`config.mk`:
```
export PLATFORM = sky130hd
export DESIGN_NAME = hex_text_to_bytes_parser
export DESIGN_NICKNAME = d
export VERILOG_FILES = /design/src/sv/htb_pkg.sv /design/src/sv/hex_text_to_bytes_parser.sv /design/src/sv/htb_front.sv /design/src/sv/htb_back.sv
export SDC_FILE = /design/constraint.sdc
export NUM_CORES = 1
export LEC_CHECK = 0
export ABC_AREA = 1
export BUFFER_PORTS_ARGS = -buffer_cell sky130_fd_sc_hd__buf_2
export CAP_MARGIN = 30
export CORE_MARGIN = 2
export CORE_UTILIZATION = 53
export CTS_BUF_LIST = sky130_fd_sc_hd__clkbuf_4 sky130_fd_sc_hd__clkbuf_8 sky130_fd_sc_hd__clkbuf_16
export CTS_CLUSTER_SIZE = 28
export DETAILED_ROUTE_END_ITERATION = 16
export PLACE_DENSITY = 0.78
export RECOVER_POWER = 50
export SKIP_LAST_GASP = 1
export SLEW_MARGIN = 20
export SYNTH_ARGS = -nofsm -noshare
export SYNTH_HDL_FRONTEND = slang
export SYNTH_SLANG_ARGS = --single-unit
export TNS_END_PERCENT = 5
```
`constraint.sdc`:
```
create_clock -name clk -period 8.4 [get_ports clk]
set_input_delay 1.68 -clock clk [delete_from_list [all_inputs] [get_ports clk]]
set_output_delay 1.68 -clock clk [all_outputs]
set_load 0.005 [all_outputs]
```
`src/sv/htb_pkg.sv`:
```
`default_nettype none

package htb_pkg;

    // Characters with a meaning of their own.
    localparam logic [7:0] CH_SPACE   = 8'h20;
    localparam logic [7:0] CH_NEWLINE = 8'h0A;
    localparam logic [7:0] CH_ZERO    = 8'h30;
    localparam logic [7:0] CH_NINE    = 8'h39;
    localparam logic [7:0] CH_LOWER_A = 8'h61;
    localparam logic [7:0] CH_LOWER_F = 8'h66;
    localparam logic [7:0] CH_UPPER_A = 8'h41;
    localparam logic [7:0] CH_UPPER_F = 8'h46;
    localparam logic [7:0] HEX_TEN    = 8'd10;

    // Reported positions saturate at this value.
    localparam logic [15:0] OUT_POS_MAX = 16'hFFFF;

    // Result status codes.
    typedef enum logic [1:0] {
        ST_OK         = 2'd0,
        ST_INVALID    = 2'd1,
        ST_END_IN_PAIR = 2'd2,
        ST_INCOMPLETE = 2'd3
    } status_t;

    // One classified input item, as it travels from the front to the back.
    typedef struct packed {
        logic [7:0] ch;
        logic       last;
        logic       is_hex;
        logic [3:0] nibble;
        logic       is_space;
        logic       is_newline;
    } class_t;

    // Handshake between the classified-item queue and the decoder.
    typedef struct packed {
        logic   valid;
        class_t item;
    } class_if_t;

    // One result item.
    typedef struct packed {
        logic        byte_valid;
        logic [7:0]  data_byte;
        status_t     status;
        logic [15:0] err_row;
        logic [15:0] err_col;
        logic [7:0]  err_char;
        logic        stream_done;
    } result_t;

    // Sorts one character into hex digit, space, newline or anything else.
    function automatic class_t classify(input logic [7:0] ch, input logic last);
        class_t c;
        c.ch         = ch;
        c.last       = last;
        c.is_space   = (ch == CH_SPACE);
        c.is_newline = (ch == CH_NEWLINE);
        c.is_hex     = 1'b0;
        c.nibble     = 4'd0;
        if (ch >= CH_ZERO && ch <= CH_NINE)
        begin
            c.is_hex = 1'b1;
            c.nibble = 4'(ch - CH_ZERO);
        end
        else if (ch >= CH_LOWER_A && ch <= CH_LOWER_F)
        begin
            c.is_hex = 1'b1;
            c.nibble = 4'(ch - CH_LOWER_A + HEX_TEN);
        end
        else if (ch >= CH_UPPER_A && ch <= CH_UPPER_F)
        begin
            c.is_hex = 1'b1;
            c.nibble = 4'(ch - CH_UPPER_A + HEX_TEN);
        end
        return c;
    endfunction

endpackage

`default_nettype wire

```
`src/sv/hex_text_to_bytes_parser.sv`:
```
// Hex text decoder: takes one text character per cycle while not full and
// turns pairs of hex digits (either case) into bytes, giving exactly one
// result item for every character. A front stage classifies each character
// into a two-entry queue; the back stage runs the pair decoder and the row
// and column counters for each item and writes a two-entry result queue.
// With pop held high it sustains one item per cycle; a result passes through
// the input queue and the result queue, both registered, to the outputs. After
// an error result every further item gives an all-zero result until reset;
// bytes delivered before the error are to be discarded by the consumer.
`default_nettype none

module hex_text_to_bytes_parser #(
    parameter int POS_BITS = 16
) (
    input  wire logic        clk,
    input  wire logic        rst_n,
    input  wire logic [7:0]  ch,
    input  wire logic        last,
    input  wire logic        push,
    output logic             full,
    output logic             byte_valid,
    output logic [7:0]       data_byte,
    output logic [1:0]       status,
    output logic [15:0]      err_row,
    output logic [15:0]      err_col,
    output logic [7:0]       err_char,
    output logic             stream_done,
    output logic             empty,
    input  wire logic        pop
);
    import htb_pkg::*;

    class_if_t cq;
    logic      cq_take;
    result_t   res;

    // Character classification and input queue.
    htb_front u_front (
        .clk     (clk),
        .rst_n   (rst_n),
        .ch      (ch),
        .last    (last),
        .push    (push),
        .full    (full),
        .cq_out  (cq),
        .cq_take (cq_take)
    );

    // Pair decoder, position tracking and result queue.
    htb_back #(
        .POS_BITS (POS_BITS)
    ) u_back (
        .clk     (clk),
        .rst_n   (rst_n),
        .cq_in   (cq),
        .cq_take (cq_take),
        .res     (res),
        .empty   (empty),
        .pop     (pop)
    );

    assign byte_valid  = res.byte_valid;
    assign data_byte   = res.data_byte;
    assign status      = res.status;
    assign err_row     = res.err_row;
    assign err_col     = res.err_col;
    assign err_char    = res.err_char;
    assign stream_done = res.stream_done;

endmodule

`default_nettype wire

```
`src/sv/htb_front.sv`:
```
`default_nettype none

module htb_front (
    input  wire logic              clk,
    input  wire logic              rst_n,
    input  wire logic [7:0]        ch,
    input  wire logic              last,
    input  wire logic              push,
    output logic                   full,
    output htb_pkg::class_if_t     cq_out,
    input  wire logic              cq_take
);
    import htb_pkg::*;

    // Two-entry queue of classified items.
    class_t     q_reg [2];
    logic       wr_ptr_reg;
    logic       wr_ptr_next;
    logic       rd_ptr_reg;
    logic       rd_ptr_next;
    logic [1:0] count_reg;
    logic [1:0] count_next;
    logic       do_push;
    logic       do_pop;

    assign full    = (count_reg == 2'd2);
    assign do_push = push && !full;
    assign do_pop  = cq_take && (count_reg != 2'd0);

    // The oldest classified item is offered to the decoder.
    assign cq_out.valid = (count_reg != 2'd0);
    assign cq_out.item  = q_reg[rd_ptr_reg];

    // Pointer and fill bookkeeping.
    always_comb
    begin
        wr_ptr_next = do_push ? ~wr_ptr_reg : wr_ptr_reg;
        rd_ptr_next = do_pop ? ~rd_ptr_reg : rd_ptr_reg;
        count_next  = count_reg + {1'b0, do_push} - {1'b0, do_pop};
    end

    always_ff @(posedge clk or negedge rst_n)
    begin
        if (!rst_n)
        begin
            wr_ptr_reg <= 1'b0;
            rd_ptr_reg <= 1'b0;
            count_reg  <= 2'd0;
        end
        else
        begin
            wr_ptr_reg <= wr_ptr_next;
            rd_ptr_reg <= rd_ptr_next;
            count_reg  <= count_next;
        end
    end

    // Each accepted character is classified on the way into the queue.
    always_ff @(posedge clk)
    begin
        if (do_push)
        begin
            q_reg[wr_ptr_reg] <= classify(ch, last);
        end
    end

endmodule

`default_nettype wire

```
`src/sv/htb_back.sv`:
```
`default_nettype none

module htb_back #(
    parameter int POS_BITS = 16
) (
    input  wire logic               clk,
    input  wire logic               rst_n,
    input  wire htb_pkg::class_if_t cq_in,
    output logic                    cq_take,
    output htb_pkg::result_t        res,
    output logic                    empty,
    input  wire logic               pop
);
    import htb_pkg::*;

    localparam int EXT_W = (POS_BITS > 16) ? POS_BITS : 16;
    localparam logic [POS_BITS-1:0] POS_MAX = '1;

    typedef enum logic [2:0] {
        S_PAIR_START  = 3'b001,
        S_PAIR_SECOND = 3'b010,
        S_FAILED      = 3'b100
    } state_t;

    state_t              state_reg;
    state_t              state_next;
    logic [3:0]          high_nibble_reg;
    logic [3:0]          high_nibble_next;
    logic [7:0]          first_char_reg;
    logic [7:0]          first_char_next;
    logic [POS_BITS-1:0] row_reg;
    logic [POS_BITS-1:0] row_next;
    logic [POS_BITS-1:0] col_reg;
    logic [POS_BITS-1:0] col_next;
    logic [POS_BITS-1:0] row_inc;
    logic [POS_BITS-1:0] col_inc;
    result_t             res_new;
    class_t              it;

    result_t    oq_reg [2];
    logic       wr_ptr_reg;
    logic       rd_ptr_reg;
    logic [1:0] count_reg;
    logic       do_pop;

    function automatic logic [POS_BITS-1:0] sat_inc(input logic [POS_BITS-1:0] v);
        return (v == POS_MAX) ? v : v + 1'b1;
    endfunction

    // One-based position, clipped to what the result ports can carry.
    function automatic logic [15:0] report(input logic [POS_BITS-1:0] v);
        logic [EXT_W-1:0] w;
        w = EXT_W'(sat_inc(v));
        if (w > EXT_W'(OUT_POS_MAX))
        begin
            w = EXT_W'(OUT_POS_MAX);
        end
        return w[15:0];
    endfunction

    // An item is decoded whenever the result queue has a free entry.
    assign cq_take = cq_in.valid && (count_reg != 2'd2);
    assign it      = cq_in.item;
    assign row_inc = sat_inc(row_reg);
    assign col_inc = sat_inc(col_reg);

    // Decoder step for one character.
    always_comb
    begin
        state_next       = state_reg;
        high_nibble_next = high_nibble_reg;
        first_char_next  = first_char_reg;
        row_next         = row_reg;
        col_next         = col_reg;
        res_new          = '0;
        case (state_reg)
            S_PAIR_START:
            begin
                if (it.is_space)
                begin
                    col_next            = col_inc;
                    res_new.stream_done = it.last;
                end
                else if (it.is_newline)
                begin
                    row_next            = row_inc;
                    col_next            = '0;
                    res_new.stream_done = it.last;
                end
                else if (!it.is_hex)
                begin
                    res_new.status   = ST_INVALID;
                    res_new.err_row  = report(row_reg);
                    res_new.err_col  = report(col_reg);
                    res_new.err_char = it.ch;
                    state_next       = S_FAILED;
                end
                else if (it.last)
                begin
                    // The stream ends right after a first digit.
                    col_next        = col_inc;
                    res_new.status  = ST_END_IN_PAIR;
                    res_new.err_row = report(row_reg);
                    res_new.err_col = report(col_inc);
                    state_next      = S_FAILED;
                end
                else
                begin
                    col_next         = col_inc;
                    high_nibble_next = it.nibble;
                    first_char_next  = it.ch;
                    state_next       = S_PAIR_SECOND;
                end
            end
            S_PAIR_SECOND:
            begin
                if (!it.is_hex)
                begin
                    res_new.status   = ST_INCOMPLETE;
                    res_new.err_row  = report(row_reg);
                    res_new.err_col  = report(col_reg);
                    res_new.err_char = first_char_reg;
                    state_next       = S_FAILED;
                end
                else
                begin
                    res_new.byte_valid  = 1'b1;
                    res_new.data_byte   = {high_nibble_reg, it.nibble};
                    res_new.stream_done = it.last;
                    col_next            = col_inc;
                    state_next          = S_PAIR_START;
                end
            end
            S_FAILED:
            begin
                state_next = S_FAILED;
            end
            default:
            begin
                state_next = S_FAILED;
            end
        endcase
    end

    always_ff @(posedge clk or negedge rst_n)
    begin
        if (!rst_n)
        begin
            state_reg       <= S_PAIR_START;
            high_nibble_reg <= 4'd0;
            first_char_reg  <= 8'd0;
            row_reg         <= '0;
            col_reg         <= '0;
        end
        else if (cq_take)
        begin
            state_reg       <= state_next;
            high_nibble_reg <= high_nibble_next;
            first_char_reg  <= first_char_next;
            row_reg         <= row_next;
            col_reg         <= col_next;
        end
    end

    // Two-entry result queue toward the consumer.
    assign empty  = (count_reg == 2'd0);
    assign do_pop = pop && !empty;
    assign res    = oq_reg[rd_ptr_reg];

    always_ff @(posedge clk or negedge rst_n)
    begin
        if (!rst_n)
        begin
            wr_ptr_reg <= 1'b0;
            rd_ptr_reg <= 1'b0;
            count_reg  <= 2'd0;
        end
        else
        begin
            if (cq_take)
            begin
                wr_ptr_reg <= ~wr_ptr_reg;
            end
            if (do_pop)
            begin
                rd_ptr_reg <= ~rd_ptr_reg;
            end
            count_reg <= count_reg + {1'b0, cq_take} - {1'b0, do_pop};
        end
    end

    always_ff @(posedge clk)
    begin
        if (cq_take)
        begin
            oq_reg[wr_ptr_reg] <= res_new;
        end
    end

endmodule

`default_nettype wire

```
==> qor.yml, run 1 <==
start_kind: "primary input"
crit_path_top_delay_cell: "clkbuf_1"
antenna_found_initial: 0
seqPwrFrac_pct: 47.3
io_buffer_count: 66
grt_start_max_net_pins: 56
crit_type: "in2async"
cts_buffer_depth: 2
postLayoutCellArea_sq_um: 10400
powerDensity_nw_per_um2: 315
p_int_uw: 2210
violations: "max-capacitance violations, max-slew violations"
grt_usage_pct: 22.1
num_rows: 48
synth_area_per_cell_sq_um: 8.97
die_h_um: 136
area_growth_pct: 12.4
r2r-end: "u_back.oq_reg[1][27]$_DFFE_PP_"
globalplace.congestion: 0.895
synthArstFlopShare_pct: 28.8
netlist_area_sq_um: 9300
dp_cells: 1305
setup_viol: 0
grt_pass1_wl_um: 31900
wl_per_cell_um: 14.5
drv_slew: 150
worstPathRequired_ps: 7990
min_from: "u_back.state_reg[0]$_DFFE_PN1P_"
synth_top_flop_cell: "edfxtp_1"
critPathArrivalTime_ps: 3990
crit_buf_inv: 2
cts_buffers: 17
drc: 0
vias: 7035
end_kind: "async pin"
fin_hold_ws_ps: 519
period_needed_ps: 4390
clk_pin_slew_ps: 70
pwr-share-clk_pct: 24.4
start_util_pct: 53.9
r2r-start: "u_back.count_reg[1]$_DFF_PN0_"
drt_iter0_markers: 630
fin_setup_tns_ps: 0
drt-vias-per-instance: 5.25
largest_reg_flops: 104
p_comb_share_pct: 28.3
yosysWarnings: 0
die_x_um: 136
synth_cells: 1037
synth-seq-cells: 191
rrSetupSlack_ps: 4560
finalNetCount: 1127
htree_levels: 4
yosysSeqAreaShare_pct: 58.7
layout-drive-gt1-share_pct: 11.7
max_cap_violations: 3
hold_path.class: "reg2reg"
cp_max_fo: 55
drt_pre_antenna_iters: 5
drtAntennaViolNets: 0
die_area_sq_um: 18600
switching_share_pct: 32.8
power.leakage_uw: 0.00457
num_antenna_cells: 0
final_core_util_pct: 60.6
synth_cell_types: 38
hpwlAfterDp_um: 13100
synth_fp_nets: 1062
min_path_cells: 2
insertion_delay_ps: 440
grt.overflow.total: 0
coreArea_sq_um: 17200
rsz0062_at_grt: "no"
fillers: 1448
wl_um: 19400
cts_tree: "built"
grt_pass1_vias: 6644
maxSlewHeadroom_pct: -112
switchingPower_uw: 1080
path_delay_family: "buffers and inverters"
postCtsSetupBuffers: 0
worst_pin_slew_ps: 3170
ctsHoldBuffers: 0
skew_ps: 9.90
clock-sinks: 191
final_cells: 1340
min_to: "u_back.state_reg[0]$_DFFE_PN1P_"
hold_viol: 0
outcome: "complete, but fails checks"
reg2reg_depth: 5
dpl_cell_area_sq_um: 9840
finalCritPeriodShare_pct: 52.3
timing.fmax_mhz: 228
cts_root_buf: "clkbuf_16"
crit_path_cell_trace: "buf_2 -> clkbuf_1"
num_io_pins: 67
cts.repair.resized: 0
synth_edf_count: 136
critPathMaxStageDelay_ps: 2220
peakVddDrop_mv: 0.180
==> cell usage after synthesis, drive strengths merged, types with 4 or more instances <==
cell type	instances	area share, %
a21oi	12	0.65
a31oi	7	0.47
buf	6	0.47
clkbuf	22	0.89
dfrtp	54	15
edfxtp	136	44
ha	12	1.6
inv	131	5.3
nand2	372	15
nand3	55	3.1
nand4	17	1.1
nor2	83	3.9
nor3	14	0.75
o21ai	62	3.4
o22ai	19	1.3
or2	4	0.27
xor2	17	1.6
==> power groups by stage <==
stage               sequential (uW)  combinational, uW  clock (uW)
global route                   1590               1070         855
global placement               1570                890           0
CTS                            1560                920         810
detailed placement             1580                918           0
finish                         1560                932         802
floorplan                      1510                585           0
==> kinds of logic after synthesis <==
group | after synthesis | share of synthesized area, %
AND/OR/NAND/NOR | 548 | 24.7
flip-flops | 191 | 58.7
buffers and inverters | 159 | 6.65
AO/OA/AOI/OAI | 105 | 6.18
XOR/XNOR | 20 | 1.88
adder cells (fa/ha/maj) | 12 | 1.61
multiplexers | 2 | 0.215
==> how the worst max path moves through the flow <==
stage                                       start                            end  slack [ps]  depth (start not counted)
CTS                 u_back.rd_ptr_reg$_DFFE_PN0P_                    err_col[11]        4050                          4
global route                                rst_n  u_back.rd_ptr_reg$_DFFE_PN0P_        3190                          2
detailed placement  u_back.rd_ptr_reg$_DFFE_PN0P_                    err_col[11]        4520                          4
floorplan           u_back.count_reg[1]$_DFF_PN0_  u_back.oq_reg[1][0]$_DFFE_PP_        5080                          3
finish                                      rst_n  u_back.rd_ptr_reg$_DFFE_PN0P_        4010                          2
global placement    u_back.rd_ptr_reg$_DFFE_PN0P_                     err_col[1]        4610                          4
==> cells in the final DEF, fill, tap and decap left out, types with 10 or more instances in the layout <==
cell       count
nor2_1        74
nand2_1      361
ha_1          12
nor3_1        14
a21oi_1       12
o21ai_0       51
clkbuf_16     17
inv_1        120
inv_2         11
nand4_1       17
o22ai_1       19
xor2_1        17
edfxtp_1     136
clkbuf_1      13
buf_2         58
nand3_1       53
dfrtp_1       53
o21ai_1       10
==> layer usage <==
metal / track usage (%) / vias to the layer above / part of all wire, % / wire [um]
met5: 0 / - / 0 / 0
met4: 7.93 / 0 / 2.0 / 385
met3: 3.80 / 31 / 6.0 / 1160
met2: 35.8 / 218 / 47 / 9160
met1: 30.3 / 3275 / 45 / 8670
li1: - / 3511 / - / -
==> per-stage QoR <==
step / total power (uW) / setup WS, ps
floorplan: 2090 / 5080
global placement: 2460 / 4610
detailed placement: 2490 / 4520
CTS: 3290 / 4050
global route: 3520 / 3190
finish: 3290 / 4010
==> cell type report <==
class / instances / area [sq um] / area share [%]
Tap cell: 225 / 282 / 2.69
Clock buffer: 20 / 460 / 4.41
Clock inverter: 12 / 133 / 1.27
Sequential cell: 191 / 5460 / 52.3
Multi-Input combinational cell: 687 / 3220 / 30.8
Inverter: 131 / 492 / 4.71
Timing Repair Buffer: 74 / 402 / 3.84
Note: power is estimated with default switching activity, not from simulation.
==> run 2, diff against run 1 <==
clock period = 4.1 ns   (was 8.4 ns; I/O delays follow)
==> run 2 against run 1 <==
- the flow still finishes with violations (max-capacitance violations, max-slew violations)
- wire length is 1.9% higher
- core utilization grew 0.051 points
- critical path depth rose by 15
- first-iteration DRC count is 9.8% higher
- combinational power up 110%
- critical path type is now reg2reg
- global-route usage hardly changed
- sequential power rose by 99%
- clock power increased by 110%
==> qor.yml, run 2 (synthesis gave the netlist of run 1 again) <==
outcome: "complete, but fails checks"
violations: "max-capacitance violations, max-slew violations"
end_kind: "flip-flop"
finalNetCount: 1128  # +0.089%
start_kind: "flip-flop"
io_buffer_count: 66  # unchanged
wl_um: 19700  # +1.9%
period_needed_ps: 3410
die_x_um: 136  # unchanged
r2r-end: "u_back.oq_reg[1][9]$_DFFE_PP_"
dp_cells: 1308  # +0.23%
drt_pre_antenna_iters: 5  # unchanged
drt_iter0_markers: 692  # +9.8%
htree_levels: 4  # unchanged
max_cap_violations: 3  # unchanged
power.leakage_uw: 0.00457  # about the same
crit_type: "reg2reg"
fin_setup_tns_ps: 0  # unchanged
dpl_cell_area_sq_um: 9860  # +0.23%
grt.overflow.total: 0  # unchanged
timing.fmax_mhz: 294
num_io_pins: 67  # unchanged
hold_viol: 0  # unchanged
die_area_sq_um: 18600  # unchanged
grt_pass1_vias: 6484  # -2.4%
drtAntennaViolNets: 0  # unchanged
setup_viol: 0  # unchanged
final_cell_mix: "361 x nand2_1, 136 x edfxtp_1, 121 x inv_1"
num_antenna_cells: 0  # unchanged
cts.repair.resized: 0  # unchanged
cts_buffers: 17  # unchanged
timing.final.ws_setup_ps: 694  # -3310 ps
peakVddDrop_mv: 0.423  # +140%
min_path_cells: 2  # unchanged
drc: 0  # unchanged
clk_pin_slew_ps: 70  # about the same
wl_per_cell_um: 14.7  # +1.8%
finalCritPeriodShare_pct: 83.1
worstPathRequired_ps: 4260  # -3730 ps
antenna_found_initial: 0  # unchanged
reg2reg_depth: 17  # +12
hold_path.class: "reg2reg"
min_from: "u_back.state_reg[0]$_DFFE_PN1P_"
num_rows: 48  # unchanged
cts_buffer_depth: 2  # unchanged
final_core_util_pct: 60.7  # about the same
maxSlewHeadroom_pct: -20.5  # +91 points
ctsHoldBuffers: 0  # unchanged
vias: 7052  # +0.24%
powerDensity_nw_per_um2: 650  # +110%
layout-drive-gt1-share_pct: 11.5  # -0.19 points
coreArea_sq_um: 17200  # unchanged
rsz0062_at_grt: "no"
postCtsSetupBuffers: 0  # unchanged
grt_pass1_wl_um: 31700  # -0.63%
rrSetupSlack_ps: 690  # -3870 ps
cp_max_fo: 21  # -62%
insertion_delay_ps: 440  # about the same
drv_slew: 78  # -48%
final_cells: 1341  # +0.075%
critPathArrivalTime_ps: 3570  # -420 ps
hpwlAfterDp_um: 13700  # +4.6%
globalplace.congestion: 0.939  # +4.9%
min_to: "u_back.state_reg[0]$_DFFE_PN1P_"
drt-vias-per-instance: 5.26  # +0.17%
start_util_pct: 53.9  # unchanged
area_growth_pct: 12.4  # about the same
cts_root_buf: "clkbuf_16"
die_h_um: 136  # unchanged
grt_start_max_net_pins: 54  # -3.6%
final_common_cell: "nand2_1"
largest_reg_flops: 104  # unchanged
clock-sinks: 191  # unchanged
postLayoutCellArea_sq_um: 10500  # about the same
cts_tree: "built"
grt_usage_pct: 22.1  # about the same
dp_slack_ps: 782  # -3730 ps
skew_ps: 10.6  # +0.664 ps
worst_pin_slew_ps: 1810  # -1370 ps
r2r-start: "u_back.col_reg[0]$_DFFE_PN0P_"
run 2: how the worst max path moves through the flow:
stage | startpoint | to | slack (ps) | cells past startpoint
2_1_floorplan | u_back.count_reg[1]$_DFF_PN0_ | u_back.oq_reg[1][0]$_DFFE_PP_ | 780 | 3
3_3_place_gp | u_back.col_reg[0]$_DFFE_PN0P_ | u_back.oq_reg[0][9]$_DFFE_PP_ | 960 | 17
3_5_place_dp | u_back.col_reg[0]$_DFFE_PN0P_ | u_back.oq_reg[1][9]$_DFFE_PP_ | 780 | 17
4_1_cts | u_back.col_reg[0]$_DFFE_PN0P_ | u_back.oq_reg[1][9]$_DFFE_PP_ | 720 | 17
5_1_grt | u_back.col_reg[0]$_DFFE_PN0P_ | u_back.oq_reg[1][9]$_DFFE_PP_ | 350 | 17
6_report | u_back.col_reg[0]$_DFFE_PN0P_ | u_back.oq_reg[1][9]$_DFFE_PP_ | 690 | 17
run 2: stage by stage:
step	hold WS [ps]	power (uW)
floorplan	473	4290
global placement	488	5100
detailed placement	498	5170
CTS	399	6880
global route	527	7230
finish	511	6800
run 2: report_power, final:
group	internal, uW	total, uW	switching, uW
clock	956	1710	754
sequential	2900	3100	200
combinational	651	1990	1340
total	4510	6800	2290
run 2: cell type report:
type | instances | area [sq um]
Clock buffer | 19 | 453
Clock inverter | 13 | 169
Fill cell | 1436 | 6780
Inverter | 131 | 492
Multi-Input combinational cell | 687 | 3220
Sequential cell | 191 | 5460
Tap cell | 225 | 282
Timing Repair Buffer | 75 | 379
run 2: critical path, cell delays in order, from the launching register on:
cell and delay, ps:
dfrtp_1 440, ha_1 310, inv_2 70, nor2_4 150
nand2_4 90, nor2_8 150, inv_2 150, nand2_1 110
nand2_1 90, inv_2 90, ha_1 210, nand3_2 130
nor2_2 190, nand3_2 360, nand2_1 280, nand2_1 90
nand3_1 110, o21ai_1 100
run 2: per-layer routing:
metal,up-vias,track usage [%],share of wire [%]
li1,3526,-,-
met1,3306,28.6,44
met2,188,37.9,50
met3,32,3.47,4.4
met4,0,7.81,2.1
met5,-,0,0
